File: src/sv/duty_triangle_wave_generator_unit_defines.svh
// Assertion macros shared by the duty triangle wave generator RTL.
// Depends on nothing; included by the files that carry assertions.
`ifndef DUTY_TRIANGLE_WAVE_GENERATOR_UNIT_DEFINES_SVH
`define DUTY_TRIANGLE_WAVE_GENERATOR_UNIT_DEFINES_SVH

`ifndef SYNTHESIS

// property must hold at every clock edge outside reset
`define DTW_ASSERT(label, clk, rst_n, prop, msg) \
    label: assert property (@(posedge clk) disable iff (!rst_n) prop) \
        else $error(msg);

// expression must never be true outside reset
`define DTW_ASSERT_NEVER(label, clk, rst_n, expr, msg) \
    label: assert property (@(posedge clk) disable iff (!rst_n) !(expr)) \
        else $error(msg);

`else

`define DTW_ASSERT(label, clk, rst_n, prop, msg)

`define DTW_ASSERT_NEVER(label, clk, rst_n, expr, msg)

`endif

`endif

File: src/sv/dtw_pkg.sv
// Types, constants and register indexes of the duty triangle wave generator.
// Depends on nothing; imported by every module of the block.
package dtw_pkg;

    // register port
    localparam int CFG_IDX_W  = 1;
    localparam int CFG_DATA_W = 8;
    localparam logic [CFG_IDX_W-1:0] REG_DUTY   = 1'b0;
    localparam logic [CFG_IDX_W-1:0] REG_LENGTH = 1'b1;

    localparam int DUTY_W   = 7;
    localparam int TBL_W    = 8;
    localparam logic [DUTY_W-1:0] DUTY_RESET  = 7'd50;
    localparam logic [DUTY_W-1:0] DUTY_FULL   = 7'd100;
    localparam logic [TBL_W-1:0]  LENGTH_RESET = 8'd128;

    localparam int DEFAULT_MAX_LENGTH = 128;

    // lengths and quotients sized to hold values up to 256
    localparam int LEN_W   = 9;
    localparam int QUO_W   = 9;
    localparam int REM_W   = 8;
    localparam int WHOLE_W = 9;

    localparam int SAMPLE_W = 8;
    localparam int INDEX_W  = 7;

    // floor(x / 100) as (x * 5243) >> 19, exact for x below 32768
    localparam logic [31:0] DIV100_MUL   = 32'd5243;
    localparam int          DIV100_SHIFT = 19;

    typedef struct packed {
        logic               ready;
        logic [LEN_W-1:0]   length;
        logic [LEN_W-1:0]   rise;
        logic [LEN_W-1:0]   fall;
        logic [QUO_W-1:0]   rise_q;
        logic [REM_W-1:0]   rise_r;
        logic [QUO_W-1:0]   fall_q;
        logic [REM_W-1:0]   fall_r;
    } dtw_phase_t;

    typedef struct packed {
        logic [SAMPLE_W-1:0] sample;
        logic [INDEX_W-1:0]  sample_index;
        logic                period_end;
    } dtw_item_t;

endpackage

File: src/sv/dtw_setup.sv
// Configuration registers and phase setup: clamps, rise/fall lengths and 256/len.
// Depends on dtw_pkg and the shared assertion macros.
`include "duty_triangle_wave_generator_unit_defines.svh"

module dtw_setup
    import dtw_pkg::*;
#(
    parameter int MAX_LENGTH = DEFAULT_MAX_LENGTH
) (
    input  logic                  aclk,
    input  logic                  aresetn,
    input  logic                  cfg_wr_en,
    input  logic [CFG_IDX_W-1:0]  cfg_index,
    input  logic [CFG_DATA_W-1:0] cfg_wdata,
    output dtw_phase_t            phase
);

    typedef enum logic [4:0] {
        ST_CALC  = 5'b00001,
        ST_SCALE = 5'b00010,
        ST_FIX   = 5'b00100,
        ST_DIV   = 5'b01000,
        ST_RUN   = 5'b10000
    } setup_state_t;

    localparam logic [LEN_W-1:0] LEN_MAX = LEN_W'(MAX_LENGTH);
    localparam logic [LEN_W-1:0] LEN_MIN = LEN_W'(2);
    localparam logic [3:0]       DIV_LAST = 4'd8;

    setup_state_t state_reg, state_next;

    logic [DUTY_W-1:0] duty_reg;
    logic [TBL_W-1:0]  length_reg;
    logic              cfg_hit;

    logic [LEN_W-1:0]  n_eff;
    logic [DUTY_W-1:0] d_eff;
    logic [LEN_W-1:0]  n_reg;
    logic [15:0]       rise_x_reg, fall_x_reg;
    logic [LEN_W-1:0]  rise_reg, fall_reg;
    logic [LEN_W:0]    len_sum;
    logic [QUO_W-1:0]  rise_q_reg, fall_q_reg;
    logic [REM_W-1:0]  rise_r_reg, fall_r_reg;
    logic [3:0]        cnt_reg;
    logic              div_bit;
    logic [QUO_W-1:0]  rise_step, fall_step;

    // one restoring step: returns {quotient bit, new remainder}
    function automatic logic [REM_W:0] div_step(input logic [REM_W-1:0] r,
                                                 input logic b,
                                                 input logic [LEN_W-1:0] d);
        logic [LEN_W-1:0] t;
        t = {r, b};
        if (t >= d) begin
            div_step = {1'b1, REM_W'(t - d)};
        end else begin
            div_step = {1'b0, REM_W'(t)};
        end
    endfunction

    always_comb begin
        cfg_hit = 1'b0;
        if (cfg_wr_en) begin
            case (cfg_index)
                REG_DUTY:   cfg_hit = 1'b1;
                REG_LENGTH: cfg_hit = 1'b1;
                default:    cfg_hit = 1'b0;
            endcase
        end
    end

    always_ff @(posedge aclk) begin
        if (!aresetn) begin
            duty_reg   <= DUTY_RESET;
            length_reg <= LENGTH_RESET;
        end else if (cfg_wr_en) begin
            case (cfg_index)
                REG_DUTY:   duty_reg   <= cfg_wdata[DUTY_W-1:0];
                REG_LENGTH: length_reg <= cfg_wdata[TBL_W-1:0];
                default:    ;
            endcase
        end
    end

    always_comb begin
        n_eff = LEN_W'(length_reg);
        if (n_eff < LEN_MIN) begin
            n_eff = LEN_MIN;
        end else if (n_eff > LEN_MAX) begin
            n_eff = LEN_MAX;
        end
        d_eff = (duty_reg > DUTY_FULL) ? DUTY_FULL : duty_reg;
    end

    assign len_sum   = (LEN_W + 1)'(rise_reg) + (LEN_W + 1)'(fall_reg);
    // dividend is 256: only its top bit is set
    assign div_bit   = (cnt_reg == 4'd0);
    assign rise_step = div_step(rise_r_reg, div_bit, rise_reg);
    assign fall_step = div_step(fall_r_reg, div_bit, fall_reg);

    always_comb begin
        state_next = state_reg;
        case (state_reg)
            ST_CALC:  state_next = ST_SCALE;
            ST_SCALE: state_next = ST_FIX;
            ST_FIX:   state_next = ST_DIV;
            ST_DIV:   state_next = (cnt_reg == DIV_LAST) ? ST_RUN : ST_DIV;
            ST_RUN:   state_next = ST_RUN;
            default:  state_next = ST_CALC;
        endcase
        if (cfg_hit) begin
            state_next = ST_CALC;
        end
    end

    always_ff @(posedge aclk) begin
        if (!aresetn) begin
            state_reg <= ST_CALC;
        end else begin
            state_reg <= state_next;
        end
    end

    always_ff @(posedge aclk) begin
        case (state_reg)
            ST_CALC: begin
                n_reg      <= n_eff;
                rise_x_reg <= 16'(n_eff) * 16'(d_eff) + 16'd50;
                fall_x_reg <= 16'(n_eff) * 16'(DUTY_FULL - d_eff) + 16'd50;
            end
            ST_SCALE: begin
                rise_reg <= LEN_W'((32'(rise_x_reg) * DIV100_MUL) >> DIV100_SHIFT);
                fall_reg <= LEN_W'((32'(fall_x_reg) * DIV100_MUL) >> DIV100_SHIFT);
            end
            ST_FIX: begin
                if (len_sum < (LEN_W + 1)'(n_reg)) begin
                    rise_reg <= rise_reg + LEN_W'(1);
                end
                rise_q_reg <= '0;
                fall_q_reg <= '0;
                rise_r_reg <= '0;
                fall_r_reg <= '0;
                cnt_reg    <= '0;
            end
            ST_DIV: begin
                rise_q_reg <= {rise_q_reg[QUO_W-2:0], rise_step[REM_W]};
                fall_q_reg <= {fall_q_reg[QUO_W-2:0], fall_step[REM_W]};
                rise_r_reg <= rise_step[REM_W-1:0];
                fall_r_reg <= fall_step[REM_W-1:0];
                cnt_reg    <= cnt_reg + 4'd1;
            end
            default: ;
        endcase
    end

    assign phase.ready  = (state_reg == ST_RUN);
    assign phase.length = n_reg;
    assign phase.rise   = rise_reg;
    assign phase.fall   = fall_reg;
    assign phase.rise_q = rise_q_reg;
    assign phase.rise_r = rise_r_reg;
    assign phase.fall_q = fall_q_reg;
    assign phase.fall_r = fall_r_reg;

    `DTW_ASSERT(a_cfg_stalls, aclk, aresetn, cfg_hit |=> !phase.ready, "config write did not stall")
    `DTW_ASSERT(a_len_cover, aclk, aresetn, phase.ready |-> (len_sum >= (LEN_W + 1)'(n_reg)), "phases short of period")
    `DTW_ASSERT(a_rise_rem, aclk, aresetn, (phase.ready && (rise_reg != '0)) |-> (LEN_W'(rise_r_reg) < rise_reg), "rise remainder out of range")
    `DTW_ASSERT(a_fall_rem, aclk, aresetn, (phase.ready && (fall_reg != '0)) |-> (LEN_W'(fall_r_reg) < fall_reg), "fall remainder out of range")

endmodule

File: src/sv/dtw_step.sv
// Per-sample datapath: position and exact level tracking, sample formation.
// Depends on dtw_pkg; fed by dtw_setup, drives dtw_out_buf.
module dtw_step
    import dtw_pkg::*;
#(
    parameter int MAX_LENGTH = DEFAULT_MAX_LENGTH
) (
    input  logic       aclk,
    input  logic       aresetn,
    input  dtw_phase_t phase,
    input  logic       accept,
    input  logic       restart,
    output dtw_item_t  item
);

    localparam int POS_W = $clog2(MAX_LENGTH);

    logic [POS_W-1:0]   position_reg, position_next;
    logic [WHOLE_W-1:0] whole_reg, whole_next;
    logic [REM_W-1:0]   rem_reg, rem_next;

    logic [POS_W-1:0]   pos_cur;
    logic [WHOLE_W-1:0] whole_cur;
    logic [REM_W-1:0]   rem_cur;
    logic               in_rise;
    logic [WHOLE_W:0]   up;
    logic [POS_W:0]     pos_inc;
    logic               wrap;
    logic [LEN_W-1:0]   plen;
    logic [QUO_W-1:0]   pq;
    logic [REM_W-1:0]   pr;
    logic [REM_W:0]     rsum;
    logic               carry;

    always_comb begin
        pos_cur   = restart ? '0 : position_reg;
        whole_cur = restart ? '0 : whole_reg;
        rem_cur   = restart ? '0 : rem_reg;

        in_rise = LEN_W'(pos_cur) < phase.rise;
        plen    = in_rise ? phase.rise   : phase.fall;
        pq      = in_rise ? phase.rise_q : phase.fall_q;
        pr      = in_rise ? phase.rise_r : phase.fall_r;

        // fall level is 255 - ceil, floored at zero
        up = (WHOLE_W + 1)'(whole_cur) + (WHOLE_W + 1)'(rem_cur != '0);
        if (in_rise) begin
            item.sample = (whole_cur > WHOLE_W'(255)) ? 8'd255 : whole_cur[SAMPLE_W-1:0];
        end else begin
            item.sample = (up > (WHOLE_W + 1)'(255)) ? 8'd0
                                                     : SAMPLE_W'(10'd255 - 10'(up));
        end
        item.sample_index = INDEX_W'(pos_cur);

        pos_inc = (POS_W + 1)'(pos_cur) + (POS_W + 1)'(1);
        wrap    = LEN_W'(pos_inc) >= phase.length;
        item.period_end = wrap;

        // level += 256/plen, remainder kept below plen with one correction
        rsum  = (REM_W + 1)'(rem_cur) + (REM_W + 1)'(pr);
        carry = LEN_W'(rsum) >= plen;

        position_next = POS_W'(pos_inc);
        whole_next    = whole_cur;
        rem_next      = rem_cur;
        if (wrap) begin
            position_next = '0;
            whole_next    = '0;
            rem_next      = '0;
        end else if (LEN_W'(pos_inc) == phase.rise) begin
            whole_next = '0;
            rem_next   = '0;
        end else if (plen != '0) begin
            if (carry) begin
                whole_next = whole_cur + WHOLE_W'(pq) + WHOLE_W'(1);
                rem_next   = REM_W'(LEN_W'(rsum) - plen);
            end else begin
                whole_next = whole_cur + WHOLE_W'(pq);
                rem_next   = rsum[REM_W-1:0];
            end
        end
    end

    always_ff @(posedge aclk) begin
        if (!aresetn || !phase.ready) begin
            position_reg <= '0;
            whole_reg    <= '0;
            rem_reg      <= '0;
        end else if (accept) begin
            position_reg <= position_next;
            whole_reg    <= whole_next;
            rem_reg      <= rem_next;
        end
    end

endmodule

File: src/sv/dtw_out_buf.sv
// Two-entry result buffer: output register plus skid register.
// Depends on dtw_pkg and the shared assertion macros.
`include "duty_triangle_wave_generator_unit_defines.svh"

module dtw_out_buf
    import dtw_pkg::*;
(
    input  logic      aclk,
    input  logic      aresetn,
    input  logic      push,
    input  dtw_item_t push_item,
    output logic      room,
    output logic      m_valid,
    input  logic      m_ready,
    output dtw_item_t out_item
);

    logic      out_vld_reg, out_vld_next;
    logic      skid_vld_reg, skid_vld_next;
    dtw_item_t out_item_reg, out_item_next;
    dtw_item_t skid_item_reg, skid_item_next;
    logic      pop;

    assign pop = out_vld_reg && m_ready;

    always_comb begin
        out_vld_next   = out_vld_reg;
        skid_vld_next  = skid_vld_reg;
        out_item_next  = out_item_reg;
        skid_item_next = skid_item_reg;
        if (pop) begin
            if (skid_vld_reg) begin
                out_item_next = skid_item_reg;
                skid_vld_next = 1'b0;
            end else begin
                out_vld_next  = push;
                out_item_next = push_item;
            end
        end else if (push) begin
            if (!out_vld_reg) begin
                out_vld_next  = 1'b1;
                out_item_next = push_item;
            end else begin
                skid_vld_next  = 1'b1;
                skid_item_next = push_item;
            end
        end
    end

    always_ff @(posedge aclk) begin
        if (!aresetn) begin
            out_vld_reg  <= 1'b0;
            skid_vld_reg <= 1'b0;
        end else begin
            out_vld_reg  <= out_vld_next;
            skid_vld_reg <= skid_vld_next;
        end
    end

    always_ff @(posedge aclk) begin
        out_item_reg  <= out_item_next;
        skid_item_reg <= skid_item_next;
    end

    assign room     = !skid_vld_reg;
    assign m_valid  = out_vld_reg;
    assign out_item = out_item_reg;

    `DTW_ASSERT_NEVER(a_skid_alone, aclk, aresetn, skid_vld_reg && !out_vld_reg, "skid full with output empty")
    `DTW_ASSERT_NEVER(a_push_full, aclk, aresetn, push && skid_vld_reg, "request pushed into full buffer")
    `DTW_ASSERT(a_skid_fill, aclk, aresetn, (push && out_vld_reg && !pop) |=> skid_vld_reg, "stalled request lost")
    `DTW_ASSERT(a_drain, aclk, aresetn, (pop && !skid_vld_reg && !push) |=> !out_vld_reg, "result repeated")

endmodule

File: src/sv/duty_triangle_wave_generator_unit.sv
// Top level of the duty triangle wave generator: setup, sample datapath, result buffer.
// Depends on dtw_pkg, dtw_setup, dtw_step and dtw_out_buf.
//
// Produces one 8-bit sample of an asymmetric triangle wave per request, one request
// per clock while setup is done and the buffer has room, with m_valid from a register.
// The level is tracked exactly as whole part plus remainder, so each sample costs
// one add and one compare. After reset and after every register write the block
// runs its setup (length clamps, rise/fall split by a reciprocal multiply, then a
// 9-step restoring division of 256 by each phase length) and holds s_ready low
// until it finishes; the next sample after that is index 0 of the new waveform.
// A two-entry output buffer keeps s_ready high while one result waits.
module duty_triangle_wave_generator_unit
    import dtw_pkg::*;
#(
    parameter int MAX_LENGTH = DEFAULT_MAX_LENGTH
) (
    input  logic                  aclk,
    input  logic                  aresetn,
    input  logic                  cfg_wr_en,
    input  logic [CFG_IDX_W-1:0]  cfg_index,
    input  logic [CFG_DATA_W-1:0] cfg_wdata,
    input  logic                  s_valid,
    output logic                  s_ready,
    input  logic                  s_restart,
    output logic                  m_valid,
    input  logic                  m_ready,
    output logic [SAMPLE_W-1:0]   m_sample,
    output logic [INDEX_W-1:0]    m_sample_index,
    output logic                  m_period_end
);

    dtw_phase_t phase;
    dtw_item_t  step_item;
    dtw_item_t  out_item;
    logic       room;
    logic       accept;

    assign s_ready = phase.ready && room;
    assign accept  = s_valid && s_ready;

    dtw_setup #(
        .MAX_LENGTH (MAX_LENGTH)
    ) u_setup (
        .aclk      (aclk),
        .aresetn   (aresetn),
        .cfg_wr_en (cfg_wr_en),
        .cfg_index (cfg_index),
        .cfg_wdata (cfg_wdata),
        .phase     (phase)
    );

    dtw_step #(
        .MAX_LENGTH (MAX_LENGTH)
    ) u_step (
        .aclk    (aclk),
        .aresetn (aresetn),
        .phase   (phase),
        .accept  (accept),
        .restart (s_restart),
        .item    (step_item)
    );

    dtw_out_buf u_out_buf (
        .aclk      (aclk),
        .aresetn   (aresetn),
        .push      (accept),
        .push_item (step_item),
        .room      (room),
        .m_valid   (m_valid),
        .m_ready   (m_ready),
        .out_item  (out_item)
    );

    assign m_sample       = out_item.sample;
    assign m_sample_index = out_item.sample_index;
    assign m_period_end   = out_item.period_end;

endmodule

File: config.mk
export PLATFORM = sky130hd
export DESIGN_NAME = duty_triangle_wave_generator_unit
export DESIGN_NICKNAME = d
export VERILOG_FILES = /design/src/sv/dtw_pkg.sv /design/src/sv/dtw_setup.sv /design/src/sv/dtw_step.sv /design/src/sv/dtw_out_buf.sv /design/src/sv/duty_triangle_wave_generator_unit.sv
export VERILOG_INCLUDE_DIRS = /design/src /design/src/sv
export SDC_FILE = /design/constraint.sdc
export NUM_CORES = 1
export LEC_CHECK = 0
export ABC_CLOCK_PERIOD_IN_PS = 6950
export BUFFER_PORTS_ARGS = -buffer_cell sky130_fd_sc_hd__buf_2
export CORE_ASPECT_RATIO = 0.6
export CORE_UTILIZATION = 60
export DETAILED_ROUTE_END_ITERATION = 16
export HOLD_SLACK_MARGIN = 0.08
export PLACE_DENSITY = 0.74
export RECOVER_POWER = 25
export SYNTH_ARGS = -nofsm -noshare
export SYNTH_HDL_FRONTEND = slang
export SYNTH_SLANG_ARGS = --single-unit
File: constraint.sdc
create_clock -name aclk -period 6.95 [get_ports aclk]
set_input_delay 0.695 -clock aclk [delete_from_list [all_inputs] [get_ports aclk]]
set_output_delay 0.695 -clock aclk [all_outputs]
set_load 0.03 [all_outputs]
# Word level (Yosys, flattened, before mapping)
# Index checks and enable logic that the tools add are counted.
# op_classes
eq_ne	10
n_mul	4
order_cmp	11
reduce_logical	22
n_bitwise	3
addsub	15
mux	40
# op_table
operator	count
$mux 9	11
$mux 8	10
$mux 16	4
$mul 16x13->28 const B	2
$pmux 9 s2	3
$add 16x6->16 const B	2
$pmux 8 s2	2
$ge 9x9->1	3
$pmux 5 s5	1
$sub 8x8->8	3
$mux 7	3
$add 9x1->9 const B	2
$mul 9x16->16	1
$mul 9x7->16	1
$reduce_and 2->1	6
$add 9x1->10	1
$add 9x9->10	1
$gt 10x8->1 const B	1
$lt 10x9->1	1
$add 8x8->9	1
$add 9x9->9	1
$eq 8x9->1	1
$ge 8x9->1	1
$gt 9x8->1 const B	1
29 further kinds	42
# totals
inputBits	15
register_bits	175
elab_cells	129
output_inout_bits	18

# Longest topological paths before layout
# logic_depth
ltp_word	9
mapped_depth	31
ltp_nobuf	26

# By module
# A second synthesis with hierarchy kept.
# hier_totals
hier_cells	2223
hier_area_um2	21792.2
# modules_own_cells
mod	cells_each	seq_area_each_um2	area_per_inst_um2	instances
dtw_setup	1704	3253.1	16982.5	1
dtw_step	455	480.5	3502.1	1
dtw_out_buf	62	1001.0	1295.0	1
duty_triangle_wave_generator_unit	2	0.0	12.5	1

# Worst setup path before layout
# No wires, ideal clock.
# synth_timing
path_kind	input to register
start	input s_restart
end	register u_step.whole_reg[1]
arrival_ps	6335
setup_time_ps	122
required_ps	6828
n_path_buf	8
stages	29
setup_slack_ps	493
cell_sequence	clkbuf_1 > clkbuf_1 > buf_1 > nor2b_1 > ha_1 > a211oi_1 > nand2_1 > o221ai_1 > clkbuf_1 > buf_1 > clkbuf_1 > o21ai_0 > ha_1 > inv_1 > fa_1 > nor2b_1 > o21ai_0 > a21boi_0 > o21a_1 > o21a_1 > nor2_1 > ha_1 > a21oi_1 > o21ai_1 > o221ai_1 > clkbuf_1 > clkbuf_1 > mux2i_1 > o21ai_0
# synth_lines
item	line	text
from (decl)	duty_triangle_wave_generator_unit.sv:24	input logic s_restart,
to (signal assigned)	dtw_step.sv:91	whole_reg <= whole_next;
to (decl)	dtw_step.sv:19	logic [WHOLE_W-1:0] whole_reg, whole_next;

# Worst setup path after layout
# layout_timing
start	register u_setup.duty_reg[0]
end	register u_setup.fall_x_reg[14], data pin
# layout_between
elab_chain_cells	5
# layout_lines
item	line	text
from (decl)	dtw_setup.sv:32	logic [DUTY_W-1:0] duty_reg;
from (signal assigned)	dtw_setup.sv:78	REG_DUTY: duty_reg <= cfg_wdata[DUTY_W-1:0];
$gt 7x7->1	dtw_setup.sv:92	d_eff = (duty_reg > DUTY_FULL) ? DUTY_FULL : duty_reg;
$mux 7 (*)	dtw_setup.sv:92	
$sub 7x7->8 (*)	dtw_setup.sv:129	fall_x_reg <= 16'(n_eff) * 16'(DUTY_FULL - d_eff) + 16'd50;
$mul 9x16->16 (*)	dtw_setup.sv:129	
$add 16x6->16 (*)	dtw_setup.sv:129	
to (signal assigned)	dtw_setup.sv:129	
to (decl)	dtw_setup.sv:39	logic [15:0] rise_x_reg, fall_x_reg;
# Mark *: on every way between the ends. The rest lies on a longest branch, timed or not.
# A chain may end at the register's enable or synchronous reset.

==> reports/qor.csv <==
stage,metric,value,unit
logic_synthesis,synth_top_cell_by_area,fa_1,
grt,grt_use_total,0.287,
timing,relSlewSlack,-0.575,
setup_path,max_stage_delay,0.52,ns
timing,slew_viol_final,41,
drt,dr_wl_met2,19.8,mm
placement,portBuffers,32,
timing,hold_violations,0,
job,max_cap_viol_count,1,
clocking,tritoncts,yes,
grt,overflow,0,
timing,timing.fmax,0.154,GHz
drt,viasPerCell,5.73,
die,io_pins,33,
clocking,numCtsBuffers,17,
hold_path,hold_class,flip-flop to flip-flop,
logic_synthesis,ys_ff_latch,173,
grt,grt_pass1_vias,15800,
setup_path,cpMaxStageDelayCell,fa_1,
logic_synthesis,ys_top_cells_by_area,"fa_1 22%, ha_1 21%, edfxtp_1 17%, inv_1 7.0%, dfxtp_1 4.2%",
layout,multi_input_area,15500,um2
outcome,status,"finished, violations left",
drt,met3_length,5.75,mm
logic_synthesis,avgSynthCellArea,9.72,um2
drt,wl_met1,25.2,mm
setup_path,worstPathMaxFanout,8,
hold_path,holdPathStages,2,
die,die_x,249,um
layout,fin_nets,2918,
die,die-area,37300,um2
layout,area_delta_synth_final,6.43,%
layout,mostFrequentLayoutCells,"409 x inv_1, 366 x ha_1, 237 x fa_1, 194 x nand2_1, 135 x nor2_1",
layout,drive_above_1_share,0.0510,
outcome,violations,"max-capacitance violations, max-slew violations",
placement,gp_routability_congestion,0.975,
setup_path,reg2reg_depth,25,
setup_path,required,7.16,ns
die,die_h,150,um
logic_synthesis,syn_inst,2254,
layout,nFillCells,2815,
setup_path,crit_arrival,6.71,ns
drt,drt_first_iter_violations,1564,
timing,fin_setup_tns,0,ns
logic_synthesis,synth-edff-count,127,
grt,grt_start_max_net_pins,41,
drt,wl_per_cell,18.4,um
grt,grt_pass1_wl,82.8,mm
timing,rsz0062_at_grt,false,
drt,drt.antenna.violating_nets,0,
layout,final-seq-area,4730,um2
layout,final_common_cell,inv_1,
logic_synthesis,ys.flop_type,edfxtp_1,
layout,n_antenna_cell,0,
drt,totalWireLength,51.1,mm
timing,finalCritPeriodShare,0.935,
timing,hold_ws,0.449,ns
timing,fin_skew,0.0197,ns
clocking,htree_levels,4,
grt,antenna_found_initial,0,
drt,firstDrtPassIters,5,
logic_synthesis,synth_warnings,0,
die,fp-row-count,53,
logic_synthesis,ys_seq_area_frac,0.216,
drt,drcViolationCount,0,
die,core_area,35500,um2
timing,worstMarginPinSlew,2.36,ns
setup_path,worst_setup_path_end_kind,flip-flop,
setup_path,worstSetupStartpointType,flip-flop,
logic_synthesis,synth_area,21900,um2
logic_synthesis,synth_cell_type_count,82,
timing,final-setup-viol-count,0,
drt,routed.top_layer,met4,
clocking,clk_pin_slew,0.08,ns
clocking,clk_path_buf_depth,2,
clocking,insertion_delay,0.46,ns
logic_synthesis,async_flop_share,0,
timing,min_period,6.50,ns
drt,vias,15900,
die,initial_utilization,0.617,
logic_synthesis,synth_top_cell_area_share,0.217,
clocking,root_buffer,clkbuf_16,
clocking,cts.sinks,173,
placement,post-dp-hpwl,42.8,mm
setup_path,critPathKind,flip-flop to flip-flop,
[critical path: cells and delay by family (launching register included)]
kind	cells	cell delay [ns]
xor+xnor	1	0.09
simple gates	6	0.95
buf+inv	5	0.53
fa+ha+maj	7	2.97
compound gates	6	1.36
flops	1	0.33
[area by class of cell]
class                   count  share of cell area
clock inverters            15             0.00918
flip-flops and latches    173               0.203
well taps                 467              0.0251
clock buffers              17              0.0183
multi-input cells        1645               0.667
inverters                 414              0.0667
repair buffers             49              0.0110
[stage by stage]
stage          cell area [um2]  worst slack, ns  utilization  std cells
3_3_place_gp             22700            0.660        0.641       2748
4_1_cts                  23400            0.404        0.659       2780
6_report                 23300            0.452        0.657       2780
5_1_grt                  23300           0.0402        0.657       2780
3_5_place_dp             22700            0.426        0.641       2748
2_1_floorplan            21900            0.493            -       2267
[routing by layer]
metal / global-route usage / vias up
li1: - / 7531
met1: 0.446 / 7728
met2: 0.386 / 620
met3: 0.0946 / 39
met4: 0.0413 / 0
met5: 0 / -
[cell families after synthesis]
logic type	share of synthesized area
compound gates	0.0846
xor+xnor	0.0510
fa+ha+maj	0.426
buf+inv	0.0776
flops	0.216
mux	0.0155
other cells	0.000343
simple gates	0.129
[final timing paths]
path,from,end,slack [ns]
max,u_setup.duty_reg[0],u_setup.fall_x_reg[14],0.45
min,u_step.rem_reg[5],u_step.rem_reg[5],0.45
max reg2reg,u_setup.duty_reg[0],u_setup.fall_x_reg[14],0.45
min reg2reg,u_step.rem_reg[5],u_step.rem_reg[5],0.45
[synthesized netlist by cell type, drive strengths merged, types with 21 or more instances]
| cell | count |
|---|---|
| inv | 409 |
| nor3 | 26 |
| and2 | 34 |
| nor2b | 40 |
| nand2 | 205 |
| nand3 | 50 |
| a21o | 21 |
| a21oi | 86 |
| o21ai | 80 |
| xor2 | 33 |
| fa | 237 |
| xnor2 | 91 |
| clkbuf | 30 |
| nor2 | 135 |
| edfxtp | 127 |
| dfxtp | 46 |
| ha | 366 |
[timing repair]
| action | in CTS | in global routing |
|---|---|---|
| endpoints found under the hold margin | 0 | 0 |
| buffers inserted | 0 | 0 |
| hold buffers | 0 | 0 |
| gates resized for setup | 0 | 1 |
| setup endpoints to repair | 0 | 4 |
Power is left out: the tool's default activity adds up to more than one toggle a clock period on the data nets, which glitch-free logic cannot reach.
